**src/hw/rtl/pafk_pkg.sv**
```systemverilog
// Package for the planar arm forward kinematics block.
// Holds widths, CORDIC constants and the arctangent table.
// No dependencies.
package pafk_pkg;

   // Field and datapath widths
   localparam int PAFK_JOINT_BITS = 16;
   localparam int PAFK_TIP_BITS   = 16;
   localparam int PAFK_Q30_BITS   = 32;
   localparam int PAFK_SUM_BITS   = 34;

   // Default parameter values
   localparam int PAFK_ANGLE_BITS    = 16;
   localparam int PAFK_CORDIC_STAGES = 16;

   // Number of rotators, one per link
   localparam int PAFK_LANES = 3;

   // Inverse CORDIC gain (1/K) in Q2.30 (infinite-stage value)
   localparam int PAFK_TAB_LEN = 24;
   localparam logic signed [PAFK_Q30_BITS-1:0] PAFK_GAIN_Q30 = 32'sd652032874;

   typedef logic signed [PAFK_Q30_BITS-1:0] pafk_q30_type;
   typedef logic [PAFK_JOINT_BITS-1:0]      pafk_joint_type;
   typedef logic signed [PAFK_TIP_BITS-1:0] pafk_tip_type;

   // atan(2^-i) in units of 2^-32 turn
   localparam logic [31:0] PAFK_ATAN_TURN32 [PAFK_TAB_LEN] = '{
      32'h20000000, 32'h12E4051E, 32'h09FB385B, 32'h051111D4,
      32'h028B0D43, 32'h0145D7E1, 32'h00A2F61E, 32'h00517C55,
      32'h0028BE53, 32'h00145F2F, 32'h000A2F98, 32'h000517CC,
      32'h00028BE6, 32'h000145F3, 32'h0000A2FA, 32'h0000517D,
      32'h000028BE, 32'h0000145F, 32'h00000A30, 32'h00000518,
      32'h0000028C, 32'h00000146, 32'h000000A3, 32'h00000051
   };

endpackage

```
**src/hw/rtl/pafk_front.sv**
```systemverilog
// Input stage: running joint angle sums, angle scaling and quadrant fold.
// Loads the start vector of the three CORDIC lanes. Uses pafk_pkg.
module pafk_front import pafk_pkg::*; #(
   parameter int ANGLE_BITS = PAFK_ANGLE_BITS
) (
   input  logic                  clock,
   input  logic                  reset,
   input  logic                  in_valid,
   output logic                  in_ready,
   input  pafk_joint_type        in_angle [PAFK_LANES],
   output logic                  out_valid,
   input  logic                  out_ready,
   output pafk_q30_type          out_x [PAFK_LANES],
   output pafk_q30_type          out_y [PAFK_LANES],
   output logic signed [ANGLE_BITS:0] out_z [PAFK_LANES],
   output logic                  out_flip [PAFK_LANES]
);

   logic                        valid_ff, valid_in;
   logic signed [ANGLE_BITS:0]  z_ff [PAFK_LANES];
   logic signed [ANGLE_BITS:0]  z_in [PAFK_LANES];
   logic                        flip_ff [PAFK_LANES];
   logic                        flip_in [PAFK_LANES];
   pafk_joint_type              sum_angle [PAFK_LANES];
   logic [ANGLE_BITS-1:0]       scaled [PAFK_LANES];

   // Running sums, wrapping modulo a full turn
   assign sum_angle[0] = in_angle[0];
   assign sum_angle[1] = sum_angle[0] + in_angle[1];
   assign sum_angle[2] = sum_angle[1] + in_angle[2];

   // Bring each sum to the angle width
   for (genvar l = 0; l < PAFK_LANES; l++) begin : g_scale
      if (ANGLE_BITS > PAFK_JOINT_BITS) begin : g_up
         assign scaled[l] = {sum_angle[l], {(ANGLE_BITS-PAFK_JOINT_BITS){1'b0}}};
      end else if (ANGLE_BITS == PAFK_JOINT_BITS) begin : g_same
         assign scaled[l] = sum_angle[l];
      end else begin : g_down
         assign scaled[l] = sum_angle[l][PAFK_JOINT_BITS-1 -: ANGLE_BITS];
      end
   end

   // Fold the second and third quadrants by half a turn; residual is sign-extended
   always_comb begin
      for (int l = 0; l < PAFK_LANES; l++) begin
         flip_in[l] = scaled[l][ANGLE_BITS-1] ^ scaled[l][ANGLE_BITS-2];
         z_in[l]    = {{3{scaled[l][ANGLE_BITS-2]}}, scaled[l][ANGLE_BITS-3:0]};
      end
   end

   assign in_ready = !valid_ff || out_ready;
   assign valid_in = in_ready ? in_valid : valid_ff;

   always_ff @(posedge clock) begin
      if (reset) begin
         valid_ff <= 1'b0;
      end else begin
         valid_ff <= valid_in;
      end
   end

   always_ff @(posedge clock) begin
      if (in_ready && in_valid) begin
         z_ff    <= z_in;
         flip_ff <= flip_in;
      end
   end

   assign out_valid = valid_ff;
   always_comb begin
      for (int l = 0; l < PAFK_LANES; l++) begin
         out_x[l]    = PAFK_GAIN_Q30;
         out_y[l]    = '0;
         out_z[l]    = z_ff[l];
         out_flip[l] = flip_ff[l];
      end
   end

endmodule

```
**config.mk**
```make
export PLATFORM = sky130hd
export DESIGN_NAME = pafk_front
export DESIGN_NICKNAME = d
export VERILOG_FILES = /design/src/hw/rtl/pafk_pkg.sv /design/src/hw/rtl/pafk_front.sv
export SDC_FILE = /design/constraint.sdc
export NUM_CORES = 1
export LEC_CHECK = 0
export BUFFER_PORTS_ARGS = -buffer_cell sky130_fd_sc_hd__buf_4
export CAP_MARGIN = 20
export CORE_AREA = 3 3 114 116
export CTS_CLUSTER_DIAMETER = 60
export DETAILED_ROUTE_END_ITERATION = 7
export DIE_AREA = 0 0 117 119
export PLACE_DENSITY_LB_ADDON = 0.1
export SLEW_MARGIN = 15
export SYNTH_ARGS = -nofsm -noshare
export SYNTH_HDL_FRONTEND = slang
export SYNTH_SLANG_ARGS = --single-unit
```
**constraint.sdc**
```tcl
create_clock -name clock -period 6 [get_ports clock]
set_input_delay 0.3 -clock clock [delete_from_list [all_inputs] [get_ports clock]]
set_output_delay 0.3 -clock clock [all_outputs]
set_load 0.01 [all_outputs]
```
# [Word level (Yosys, flattened, before mapping)]
# Index checks and enable logic that the tools add are counted.
[word_totals] inputBits=52 ff_bits=49
[classes] n_reduce_logical=3 n_bitwise=3 n_addsub=2
[ops] op="$add A16 B16 Y16" n=2
[ops] op="$xor A1 B1 Y1" n=3
[ops] op="$logic_and A1 B1 Y1" n=1
[ops] op="$logic_not A1 Y1" n=1
[ops] op="$logic_or A1 B1 Y1" n=1

# [Logic depth before layout (Yosys ltp)]
# Gate-level depths: netlist of run 1.
[depth] depth_word=3 mapped_depth=16

# [Least setup slack after synthesis of run 1]
# No wires, ideal clock.
[synth_timing] kind="input port to flip-flop" from="input port in_angle[16] (netlist bit)" to="register flip_ff (netlist bit out_flip[0]) (data pin)" path_slack_ns=2.118 t_required_ns=5.732 t_arrival_ns=3.614 path_stages=16 setup_ns=0.268 n_path_buf=0 cell_sequence="ha_1 -> fa_1 -> a21o_1 -> a21oi_1 -> o21bai_1 -> a21oi_1 -> o21bai_1 -> xor2_1 -> ha_1 -> and3_1 -> o211ai_1 -> a21oi_1 -> or4b_1 -> a31oi_1 -> xnor2_1 -> xnor3_1"
[synth_rtl] item="start: declaration" line_no="pafk_front.sv:10" source="input pafk_joint_type in_angle [PAFK_LANES],"
[synth_rtl] item="end signal: assignment" line_no="pafk_front.sv:65" source="flip_ff <= flip_in;"
[synth_rtl] item="end: declaration" line_no="pafk_front.sv:22" source="logic flip_ff [PAFK_LANES];"

==> key figures, run 1 <==
Run status
  • Outcome: finished clean

STA
  • Slew headroom: 56.90%
  • Hold_ws: 0.1582 ns
  • Tcrit/Tclk final: 66.24%
  • Min cycle time layout: 3.974 ns
  • RSZ-0062 raised after global routing: no
  • Worst slew pin tran: 0.6465 ns
  • # setup viols final: 0
  • Final Max Tran Viols: 0
  • Final Hold Fails: 0
  • Fmax achieved: 0.2516 GHz
  • Setup ws final: 2.026 ns
  • Clk_skew: 0.004894 ns
  • Setup TNS: 0 ns

Route
  • WL/cell: 12.87 um
  • Vias: 2641
  • Via density: 3.867
  • DRT Pass-1 Iters: 6
  • Remaining antenna violation count after routing: 0
  • First DRT Iteration DRCs: 109
  • Post-Route WL: 8787 um
  • # DRC: 0

Logic synthesis
  • Ys Warns: 0
  • Cell area after synthesis: 4367 um2
  • Synthesized instance count: 429
  • Share of the synthesized area in the top cell type: 34.04%
  • Synthesized flop and latch total: 49
  • Synth area leader: buf_4
  • Synth area leaders: buf_4 34%, edfxtp_1 33%, ha_1 9.5%
  • Synth unique cells: 37
  • Synthesized area per cell: 10.18 um2
  • Seq/Total Area, Yosys: 33.47%

Floorplanning
  • Row Count: 40
  • Chip Width: 117 um
  • Die H: 119 um
  • Io pins: 300
  • Starting Density: 36.35%
  • Core area: 12010 um2
  • Die Area: 13920 um2

Worst hold path
  • Worst hold stages: 2
  • HP Start: reset
  • Hold worst-path end: out_valid
  • Hold Path Class: in2reg

Cells and area
  • Share of post-route cells with drive strength above 1: 22.57%
  • Final Cell Area: 4721 um2
  • Final-stage net count: 622
  • Most frequent cells in the layout: 192 x conb_1, 107 x buf_4, 48 x edfxtp_1, 33 x ha_1, 27 x a21oi_1
  • Ant. Diodes: 0
  • Commonest non-fill, non-tap cell in the layout: conb_1
  • Layout area overhead: 8.109%

Setup path
  • FF-to-FF End: out_z[34]
  • Cell seen most often among critical-path stages: a21oi_1
  • CP endpoint kind: flop
  • Worst reg2reg startpoint: out_valid
  • Register-to-register setup slack: 4.61 ns
  • Highest-delay cell along the critical path: or4b_1
  • Crit Path Max Fanout: 6
  • CP Data Arrival Time: 4.00 ns
  • CP peak stage delay: 0.51 ns
  • Worst Reg2Reg Path Length in Cells: 2
  • CP Launch Type: input port
  • Critical path class: in2reg
  • Critical path required time: 6.03 ns
  • Cell Chain, Critical Path: buf_4 -> ha_1 -> fa_1 -> a21o_1 -> a21oi_1 -> o21bai_1 -> a21oi_1 -> o21bai_1 -> xor2_1 -> ha_1 -> and3_1 -> o211ai_1 -> a21oi_1 -> or4b_1 -> a31oi_1 -> xnor2_1 -> xnor3_1

CTS
  • Clk pin slew, worst setup/hold paths: 0.07 ns
  • Skew-Pair Late Insertion Delay: 0.28 ns
  • Root Buffer: clkbuf_16
  • CTS tree: yes
  • Clock sink total: 49
  • PostCTS Resize Cnt: 0
  • Total CTS buffers: 5
  • Post-CTS setup buffer count: 0
  • CTS Hold Buffers Added: 0
  • H-Tree Depth: 2
  • Clk buf depth: 2

Flow run
  • Max-cap viol count: 0

Global routing
  • Vias in the first global route: 2391
  • Antenna violations before repair: 0
  • Grt ovf: 0
  • First-pass GRT wire length: 12790 um
  • Largest net degree at the start of global routing: 49
  • GRT Util Overall: 11.63%

Power and ir drop
  • PD cells: 268.7 nW/um2
  • Peak VDD IR: 107.3 uV
  • Overall power: 0.001269 W
  • Pleak: 2.371 nW

Placed design
  • Placement Cell Area: 4582 um2
  • IO buf count: 107
  • Place WS: 1.693 ns
  • RePlAce Congestion: 0.7744
  • Final HPWL DP: 7541 um
## report_power, final
group | total (W) | internal [W] | switching, W
logic | 0.000522 | 0.000229 | 0.000294
clock network | 0.000274 | 0.000151 | 0.000123
registers | 0.000472 | 0.000456 | 0.0000164
## worst max-delay path, delay by kind of cell
kind	cells	cell delay, ns
XOR/XNOR	3	0.53
AO/OA/AOI/OAI	8	1.29
buffers and inverters	1	0.11
AND/OR/NAND/NOR	2	0.75
adder cells (fa/ha/maj)	3	1.00
## cell families after synthesis
group | Yosys count | share of synthesized area, %
xor gates and xnor gates | 30 | 6.332
and+or+nand+nor | 38 | 4.155
DFF | 49 | 33.47
AOI/OAI and AO/OA | 71 | 10.95
buffers and inverters | 204 | 34.56
adders and majority gates | 35 | 10.37
other | 2 | 0.1720
## area by class of cell
class	count	area, um2
tap	147	183.9
multi-input combinational	366	2112
fill	1183	7291
clock inverter	3	12.51
timing repair buffer	107	803.3
inverter	6	22.52
sequential	49	1461
clock buffer	5	125.1
## synth_stat cells (all sizes together)
master	n
and2	1
buf	198
conb	2
a21oi	28
a21o	13
o2111a	1
dfxtp	1
nor2	7
nand3	3
fa	2
nor2b	2
or4b	1
o21a	2
inv	6
edfxtp	48
nand2	16
and3	3
o31ai	2
xnor2	19
nor3	3
ha	33
xnor3	1
o21bai	5
a31oi	5
o211ai	2
o22a	1
nand2b	1
xor2	10
or3	1
o21ai	9
a211oi	3
## metrics by stage
| stage | instances | utilization, % |
|---|---|---|
| 2_1_floorplan | 619 | - |
| 3_3_place_gp | 675 | 38.15 |
| 3_5_place_dp | 675 | 38.15 |
| 4_1_cts | 683 | 39.29 |
| 5_1_grt | 683 | 39.30 |
| 6_report | 683 | 39.30 |
## worst max-delay path by stage
stage | startpoint | end | slack (ns) | cells after the start
4_1_cts | in_angle[16] | out_flip[0] | 1.99 | 17
5_1_grt | in_angle[16] | out_flip[0] | 1.69 | 17
2_1_floorplan | in_angle[16] | out_flip[0] | 2.12 | 16
6_report | in_angle[16] | out_flip[0] | 2.03 | 17
3_5_place_dp | in_angle[16] | out_flip[0] | 1.69 | 17
3_3_place_gp | in_angle[16] | out_flip[0] | 1.77 | 17
## metal layers
layer / vias up / track usage [%] / wire (um)
met1: 1207 / 13.78 / 3295
met5: - / 0 / 0
li1: 1284 / - / -
met3: 6 / 0.8638 / 606
met4: 0 / 3.656 / 74
met2: 144 / 21.76 / 4810
## state kept, by name, summed over array words and instances (netlist names)
name / count
out_z: 45
out_flip: 3
out_valid: 1
Note: power is estimated with default switching activity, not from simulation.
==> run 2, diff against run 1 <==
--- a/config.mk
+++ b/config.mk
@@ -5,12 +5,13 @@
 export SDC_FILE = /design/constraint.sdc
 export NUM_CORES = 1
 export LEC_CHECK = 0
+export ABC_AREA = 1
 export BUFFER_PORTS_ARGS = -buffer_cell sky130_fd_sc_hd__buf_4
 export CAP_MARGIN = 20
-export CORE_AREA = 3 3 114 116
+export CORE_AREA = 3 3 117 119
 export CTS_CLUSTER_DIAMETER = 60
 export DETAILED_ROUTE_END_ITERATION = 7
-export DIE_AREA = 0 0 117 119
+export DIE_AREA = 0 0 120 122
 export PLACE_DENSITY_LB_ADDON = 0.1
 export SLEW_MARGIN = 15
 export SYNTH_ARGS = -nofsm -noshare
==> constraint.sdc (replaced) <==
create_clock -name clock -period 3.5 [get_ports clock]
set_input_delay 0.175 -clock clock [delete_from_list [all_inputs] [get_ports clock]]
set_output_delay 0.175 -clock clock [all_outputs]
set_load 0.01 [all_outputs]
==> run 2 against run 1 <==
Effect of this change: final cell count is 16% higher; die area is 5.1% higher; non-clock buffer count is 1 higher; clock power is 100% higher; power is 77% higher; synthesized cell count is 19% higher; largest cell class unchanged.
==> key figures, run 2 <==
Cells and area
  • Finished Layout Cells: 790 (+16%)
  • Final Cell Area: 5039 um2 (+6.7%)
  • Max reg flops: 45 (unchanged)
  • Layout area overhead: 9.162%
  • Fillers: 1274 (+7.7%)
  • Commonest non-fill, non-tap cell in the layout: conb_1
  • Share of post-route cells with drive strength above 1: 22.17% (-0.41 points)
  • Most frequent cells in the layout: 192 x conb_1, 108 x buf_4, 64 x nand2_1, 48 x edfxtp_1, 34 x inv_1
  • Final-stage net count: 704 (+13%)
  • Ant. Diodes: 0 (unchanged)

Floorplanning
  • Row Count: 41 (+2.5%)
  • Die H: 122 um (+2.5%)
  • Io pins: 300 (unchanged)
  • Starting Density: 36.43% (+0.073 points)
  • Chip Width: 120 um (+2.6%)
  • Die Area: 14640 um2 (+5.1%)
  • Core area: 12670 um2 (+5.5%)

Logic synthesis
  • Share of the synthesized area in the top cell type: 32.20% (-1.8 points)
  • Cell with the most instances after synthesis: buf_4
  • Cell area after synthesis: 4616 um2 (+5.7%)
  • Synth unique cells: 36 (-2.7%)
  • Ys Warns: 0 (unchanged)
  • Seq/Total Area, Yosys: 31.66% (-1.8 points)
  • Top FF cell, synth: edfxtp_1
  • Synthesized instance count: 511 (+19%)
  • Synth area leaders: buf_4 32%, edfxtp_1 31%, ha_1 8.9%
  • Synthesized flop and latch total: 49 (unchanged)
  • Synth area leader: buf_4
  • Commonest cells in the netlist: 198 x buf_4, 64 x nand2_1, 48 x edfxtp_1
  • Asr flop ratio synth: 0% (unchanged)
  • Number of flops mapped to enable cells by yosys: 48 (unchanged)
  • Synthesized area per cell: 9.033 um2 (-11%)

Placed design
  • IO buf count: 107 (unchanged)
  • Placement Cell Area: 4875 um2 (+6.4%)
  • RePlAce Congestion: 0.8307 (+7.3%)
  • Placed insts: 782 (+16%)
  • Place WS: 0.1701 ns (-1.523 ns)
  • Final HPWL DP: 8500 um (+13%)

Run status
  • Outcome: finished clean

Route
  • Via density: 3.776 (-2.3%)
  • Post-Route WL: 9820 um (+12%)
  • DRT Pass-1 Iters: 4 (-2)
  • # DRC: 0 (unchanged)
  • Remaining antenna violation count after routing: 0 (unchanged)
  • First DRT Iteration DRCs: 142 (+30%)
  • Vias: 2983 (+13%)
  • WL/cell: 12.43 um (-3.4%)

Setup path
  • FF-to-FF End: out_z[28]
  • Kind of cell adding the most delay to the critical path: compound AO/OA/AOI/OAI gates
  • CP peak stage delay: 0.40 ns (-0.11 ns)
  • Worst Reg2Reg Path Length in Cells: 2 (unchanged)
  • End of the critical path: out_z[13]
  • Cell seen most often among critical-path stages: nand2_1
  • Register-to-register setup slack: 1.67 ns (-2.94 ns)
  • CP Data Arrival Time: 3.09 ns (-0.91 ns)
  • WP depth: 15 (-2)
  • Worst Setup SP: in_angle[16]
  • CP Launch Type: input port
  • Worst reg2reg startpoint: out_valid
  • Highest-delay cell along the critical path: fa_1
  • Critical path required time: 3.54 ns (-2.49 ns)
  • CP endpoint kind: flop
  • Crit Path Max Fanout: 4 (-2)
  • Cell Chain, Critical Path: buf_4 -> ha_1 -> fa_1 -> nand2_1 -> nand2_1 -> a21oi_1 -> o21ai_1 -> a31oi_1 -> xnor2_1 -> ha_1 -> a21oi_1 -> o21ai_0 -> a221oi_1 -> nand2_1 -> xor2_1
  • Critical path class: in2reg
  • CP bufs+invs: 1 (unchanged)

Power and ir drop
  • PD cells: 445.7 nW/um2 (+66%)
  • Peak VDD IR: 189.8 uV (+77%)
  • Pleak: 2.668 nW (+13%)

CTS
  • Post-CTS setup buffer count: 0 (unchanged)
  • H-Tree Depth: 2 (unchanged)
  • Root Buffer: clkbuf_16
  • CTS tree: yes
  • CTS Hold Buffers Added: 0 (unchanged)
  • Clk buf depth: 2 (unchanged)
  • Clock sink total: 49 (unchanged)
  • Clk pin slew, worst setup/hold paths: 0.06 ns (about the same)
  • PostCTS Resize Cnt: 0 (unchanged)
  • Skew-Pair Late Insertion Delay: 0.29 ns (about the same)
  • Total CTS buffers: 5 (unchanged)

Global routing
  • Vias in the first global route: 2687 (+12%)
  • First-pass GRT wire length: 14370 um (+12%)
  • GRT Util Overall: 12.42% (+0.79 points)
  • Antenna violations before repair: 0 (unchanged)
  • Grt ovf: 0 (unchanged)
  • Largest net degree at the start of global routing: 26 (-47%)

STA
  • Worst slew pin tran: 0.8416 ns (+0.1951 ns)
  • Final Hold Fails: 0 (unchanged)
  • Setup TNS: 0 ns (unchanged)
  • # setup viols final: 0 (unchanged)
  • Final Max Tran Viols: 0 (unchanged)
  • Clk_skew: 0.007547 ns (+0.002653 ns)
  • RSZ-0062 raised after global routing: no
  • Fmax achieved: 0.3282 GHz
  • Hold_ws: 0.03685 ns (-0.1213 ns)
  • Tcrit/Tclk final: 87.05%
  • Slew headroom: 43.77% (-13 points)
  • Min cycle time layout: 3.047 ns
  • Setup ws final: 0.4532 ns (-1.573 ns)

Flow run
  • Max-cap viol count: 0 (unchanged)

Worst hold path
  • Hold Path Class: in2reg
[run 2: worst min path at each step]
stage,slack [ns],start,end,cells after the start
2_1_floorplan,0.24,reset,out_valid,1
3_3_place_gp,0.33,reset,out_valid,2
3_5_place_dp,0.34,reset,out_valid,2
4_1_cts,0.03,reset,out_valid,2
5_1_grt,0.03,reset,out_valid,2
6_report,0.04,reset,out_valid,2
[run 2: stage by stage]
stage	util [%]	total power (W)
after CTS	39.77	0.002270
after global routing	39.77	0.002407
final	39.77	0.002246
after detailed placement	38.47	0.001710
after global placement	38.47	0.001710
after floorplan	-	0.001561
[run 2: cell families after synthesis]
| logic type | after synthesis | share of synthesized area (%) |
|---|---|---|
| buffers and inverters | 236 | 35.32 |
| XOR/XNOR | 25 | 4.744 |
| flip-flops | 49 | 31.66 |
| AND/OR/NAND/NOR | 122 | 12.82 |
| adder cells (fa/ha/maj) | 35 | 9.813 |
| AO/OA/AOI/OAI | 42 | 5.476 |
| other | 2 | 0.1627 |
[run 2: power breakdown]
part	leakage, nW	switching, W	internal (W)
Combinational	2.11	0.000543	0.000352
Sequential	0.473	0.0000280	0.000775
Clock	0.0808	0.000212	0.000337
Total	2.67	0.000782	0.00146
[run 2: routing by layer]
layer  track usage, %  wire length (um)  vias to the layer above
met5                0                 0                        -
met4            3.221               100                        0
met3            1.903               766                        7
met2            21.53              4944                      149
met1            16.21              4008                     1343
li1                 -                 -                     1484
[run 2: final cells by class]
cell class                 instances  area, um2  share of cell area, %
sequential                        49       1461                  29.00
multi-input combinational        416       2248                  44.62
clock inverter                     2      35.03                 0.6953
timing repair buffer             108      810.8                  16.09
tap                              172      215.2                  4.271
clock buffer                       6      128.9                  2.558
inverter                          37      138.9                  2.756
==> run 3, diff against run 2 <==
--- a/config.mk
+++ b/config.mk
@@ -8,11 +8,13 @@
 export ABC_AREA = 1
 export BUFFER_PORTS_ARGS = -buffer_cell sky130_fd_sc_hd__buf_4
 export CAP_MARGIN = 20
-export CORE_AREA = 3 3 117 119
+export CORE_AREA = 3 3 116 118
 export CTS_CLUSTER_DIAMETER = 60
 export DETAILED_ROUTE_END_ITERATION = 7
-export DIE_AREA = 0 0 120 122
+export DIE_AREA = 0 0 119 121
 export PLACE_DENSITY_LB_ADDON = 0.1
+export RECOVER_POWER = 25
+export SKIP_CTS_REPAIR_TIMING = 1
 export SLEW_MARGIN = 15
 export SYNTH_ARGS = -nofsm -noshare
 export SYNTH_HDL_FRONTEND = slang
==> constraint.sdc (replaced) <==
create_clock -name clock -period 3.2 [get_ports clock]
set_input_delay 0.16 -clock clock [delete_from_list [all_inputs] [get_ports clock]]
set_output_delay 0.16 -clock clock [all_outputs]
set_load 0.01 [all_outputs]
==> run 3 against run 2 <==
Effect of this change: combinational power up 7.4%; register-to-register slack improved by 0.12 ns; sequential power up 9.1%; critical path type unchanged.
==> key figures, run 3 (synthesis results as in run 2) <==
Run status
  • Outcome: finished clean

Worst hold path
  • Hold worst-path end: out_valid
  • HP Start: reset
  • Worst hold stages: 2 (unchanged)
  • Hold Path Class: in2reg

Global routing
  • First-pass GRT wire length: 13870 um (-3.5%)
  • Largest net degree at the start of global routing: 49 (+88%)
  • Vias in the first global route: 2673 (-0.52%)
  • Grt ovf: 0 (unchanged)
  • Antenna violations before repair: 0 (unchanged)
  • GRT Util Overall: 11.98% (-0.44 points)

Setup path
  • CP peak stage delay: 0.36 ns (-0.04 ns)
  • Crit Path Max Fanout: 4 (unchanged)
  • CP Data Arrival Time: 2.94 ns (-0.15 ns)
  • Critical path class: in2reg
  • Worst Reg2Reg Path Length in Cells: 2 (unchanged)
  • CP Launch Type: input port
  • CP endpoint kind: flop
  • FF-to-FF End: out_flip[1]
  • Critical path required time: 3.24 ns (-0.30 ns)
  • CP bufs+invs: 3 (+2)
  • Cell Chain, Critical Path: clkbuf_4 -> ha_1 -> fa_2 -> nand2_1 -> nand2_1 -> a21oi_4 -> o21ai_1 -> a31oi_1 -> xnor2_1 -> ha_1 -> nand2_1 -> inv_1 -> a21boi_2 -> nor2_1 -> nor2_1 -> nand3_1 -> nand2_1 -> inv_1 -> nand2_1 -> nand2_1
  • Kind of cell adding the most delay to the critical path: adder cells
  • Highest-delay cell along the critical path: fa_2
  • Cell seen most often among critical-path stages: nand2_1
  • Worst reg2reg startpoint: out_valid
  • Register-to-register setup slack: 1.79 ns (+0.12 ns)

STA
  • Slew headroom: 57.33% (+14 points)
  • Setup TNS: 0 ns (unchanged)
  • Fmax achieved: 0.3456 GHz
  • Final Max Tran Viols: 0 (unchanged)
  • Tcrit/Tclk final: 90.42%
  • Min cycle time layout: 2.893 ns
  • Hold_ws: 0.02170 ns (-0.01516 ns)
  • Worst slew pin tran: 0.6401 ns (-0.2015 ns)
  • Clk_skew: 0.009355 ns (+0.001808 ns)
  • # setup viols final: 0 (unchanged)
  • Final Hold Fails: 0 (unchanged)
  • RSZ-0062 raised after global routing: no

Route
  • Vias: 2999 (+0.54%)
  • WL/cell: 11.84 um (-4.8%)
  • # DRC: 0 (unchanged)
  • Remaining antenna violation count after routing: 0 (unchanged)
  • DRT Pass-1 Iters: 4 (unchanged)
  • Via density: 3.768 (-0.22%)
  • First DRT Iteration DRCs: 136 (-4.2%)
  • Post-Route WL: 9423 um (-4.0%)

Cells and area
  • Ant. Diodes: 0 (unchanged)
  • Fillers: 1291 (+1.3%)
  • Share of post-route cells with drive strength above 1: 18.91% (-3.3 points)
  • Layout area overhead: 8.295%
  • Area of the multi-input gates: 2266 um2 (+0.78%)
  • Most frequent cells in the layout: 192 x conb_1, 80 x buf_4, 64 x nand2_1, 48 x edfxtp_1, 34 x inv_1
  • Commonest non-fill, non-tap cell in the layout: conb_1
  • FF+latch area: 1461 um2 (unchanged)
  • Max reg flops: 45 (unchanged)
  • Final-stage net count: 710 (+0.85%)

Placed design
  • IO buf count: 107 (unchanged)
  • RePlAce Congestion: 0.8643 (+4.0%)
  • Final HPWL DP: 8100 um (-4.7%)

CTS
  • CTS tree: yes
  • Clock sink total: 49 (unchanged)
  • Clk pin slew, worst setup/hold paths: 0.06 ns (about the same)
  • Clk buf depth: 2 (unchanged)
  • Skew-Pair Late Insertion Delay: 0.29 ns (about the same)
  • H-Tree Depth: 2 (unchanged)
  • Root Buffer: clkbuf_16
  • Total CTS buffers: 5 (unchanged)

Floorplanning
  • Io pins: 300 (unchanged)
  • Die H: 121 um (-0.82%)
  • Core area: 12570 um2 (-0.81%)
  • Chip Width: 119 um (-0.83%)
  • Starting Density: 36.72% (+0.30 points)
  • Row Count: 41 (unchanged)
  • Die Area: 14400 um2 (-1.6%)

Power and ir drop
  • PD cells: 486.8 nW/um2 (+9.2%)
  • Peak VDD IR: 225.6 uV (+19%)
  • Pleak: 2.593 nW (-2.8%)

Flow run
  • Max-cap viol count: 0 (unchanged)
## run 3: cell count changes in the layout (fill, tap and decap cells not counted), sizes merged
cell,change
buf,-28
clkbuf,+33
clkinvlp,+1
## run 3: final cells by class
type	count	area share (%)
multi-input combinational	416	45.33
sequential	49	29.24
timing repair buffer	114	15.02
tap	172	4.305
inverter	37	2.778
clock buffer	5	2.503
clock inverter	3	0.8260
## run 3: where the power goes
part | internal (W) | switching [W] | total, W
clock network | 0.000366 | 0.000231 | 0.000597
logic | 0.000369 | 0.000591 | 0.000960
registers | 0.000847 | 0.0000289 | 0.000876
## run 3: worst max path at each step
stage	startpoint	to	slack, ns	depth (start not counted)
2_1_floorplan	out_valid	out_flip[0]	0.008	1
3_3_place_gp	in_angle[16]	out_flip[0]	-0.11	18
3_5_place_dp	in_angle[16]	out_flip[0]	-0.17	20
4_1_cts	in_angle[16]	out_flip[0]	0.14	20
5_1_grt	in_angle[16]	out_flip[0]	0.04	20
6_report	in_angle[16]	out_flip[0]	0.31	20
## run 3: worst reg2reg max path, delay by kind of cell (launching register included)
family          cells  cell delay (ns)
flops               1             0.34
compound gates      1             0.14
buf+inv             1             0.54
## run 3: through the flow
step | utilization [%] | power (W) | instances | setup slack [ns] | area, um2
final | 39.77 | 0.002434 | 796 | 0.3067 | 4999
after global routing | 39.77 | 0.002605 | 796 | 0.03701 | 4999
after global placement | 39.14 | 0.001882 | 788 | -0.1082 | 4920
after floorplan | - | 0.001708 | 701 | 0.007904 | 5329
after CTS | 40.47 | 0.002489 | 796 | 0.1421 | 5086
after detailed placement | 39.14 | 0.001881 | 788 | -0.1685 | 4920
## run 3: metal layers
metal  GRT usage (%)  wire [um]  vias up
met3           1.818        807        6
met4           3.476        112        0
met2           20.24       4533      163
met1           15.90       3969     1334
met5               0          0        -
li1                -          -     1496
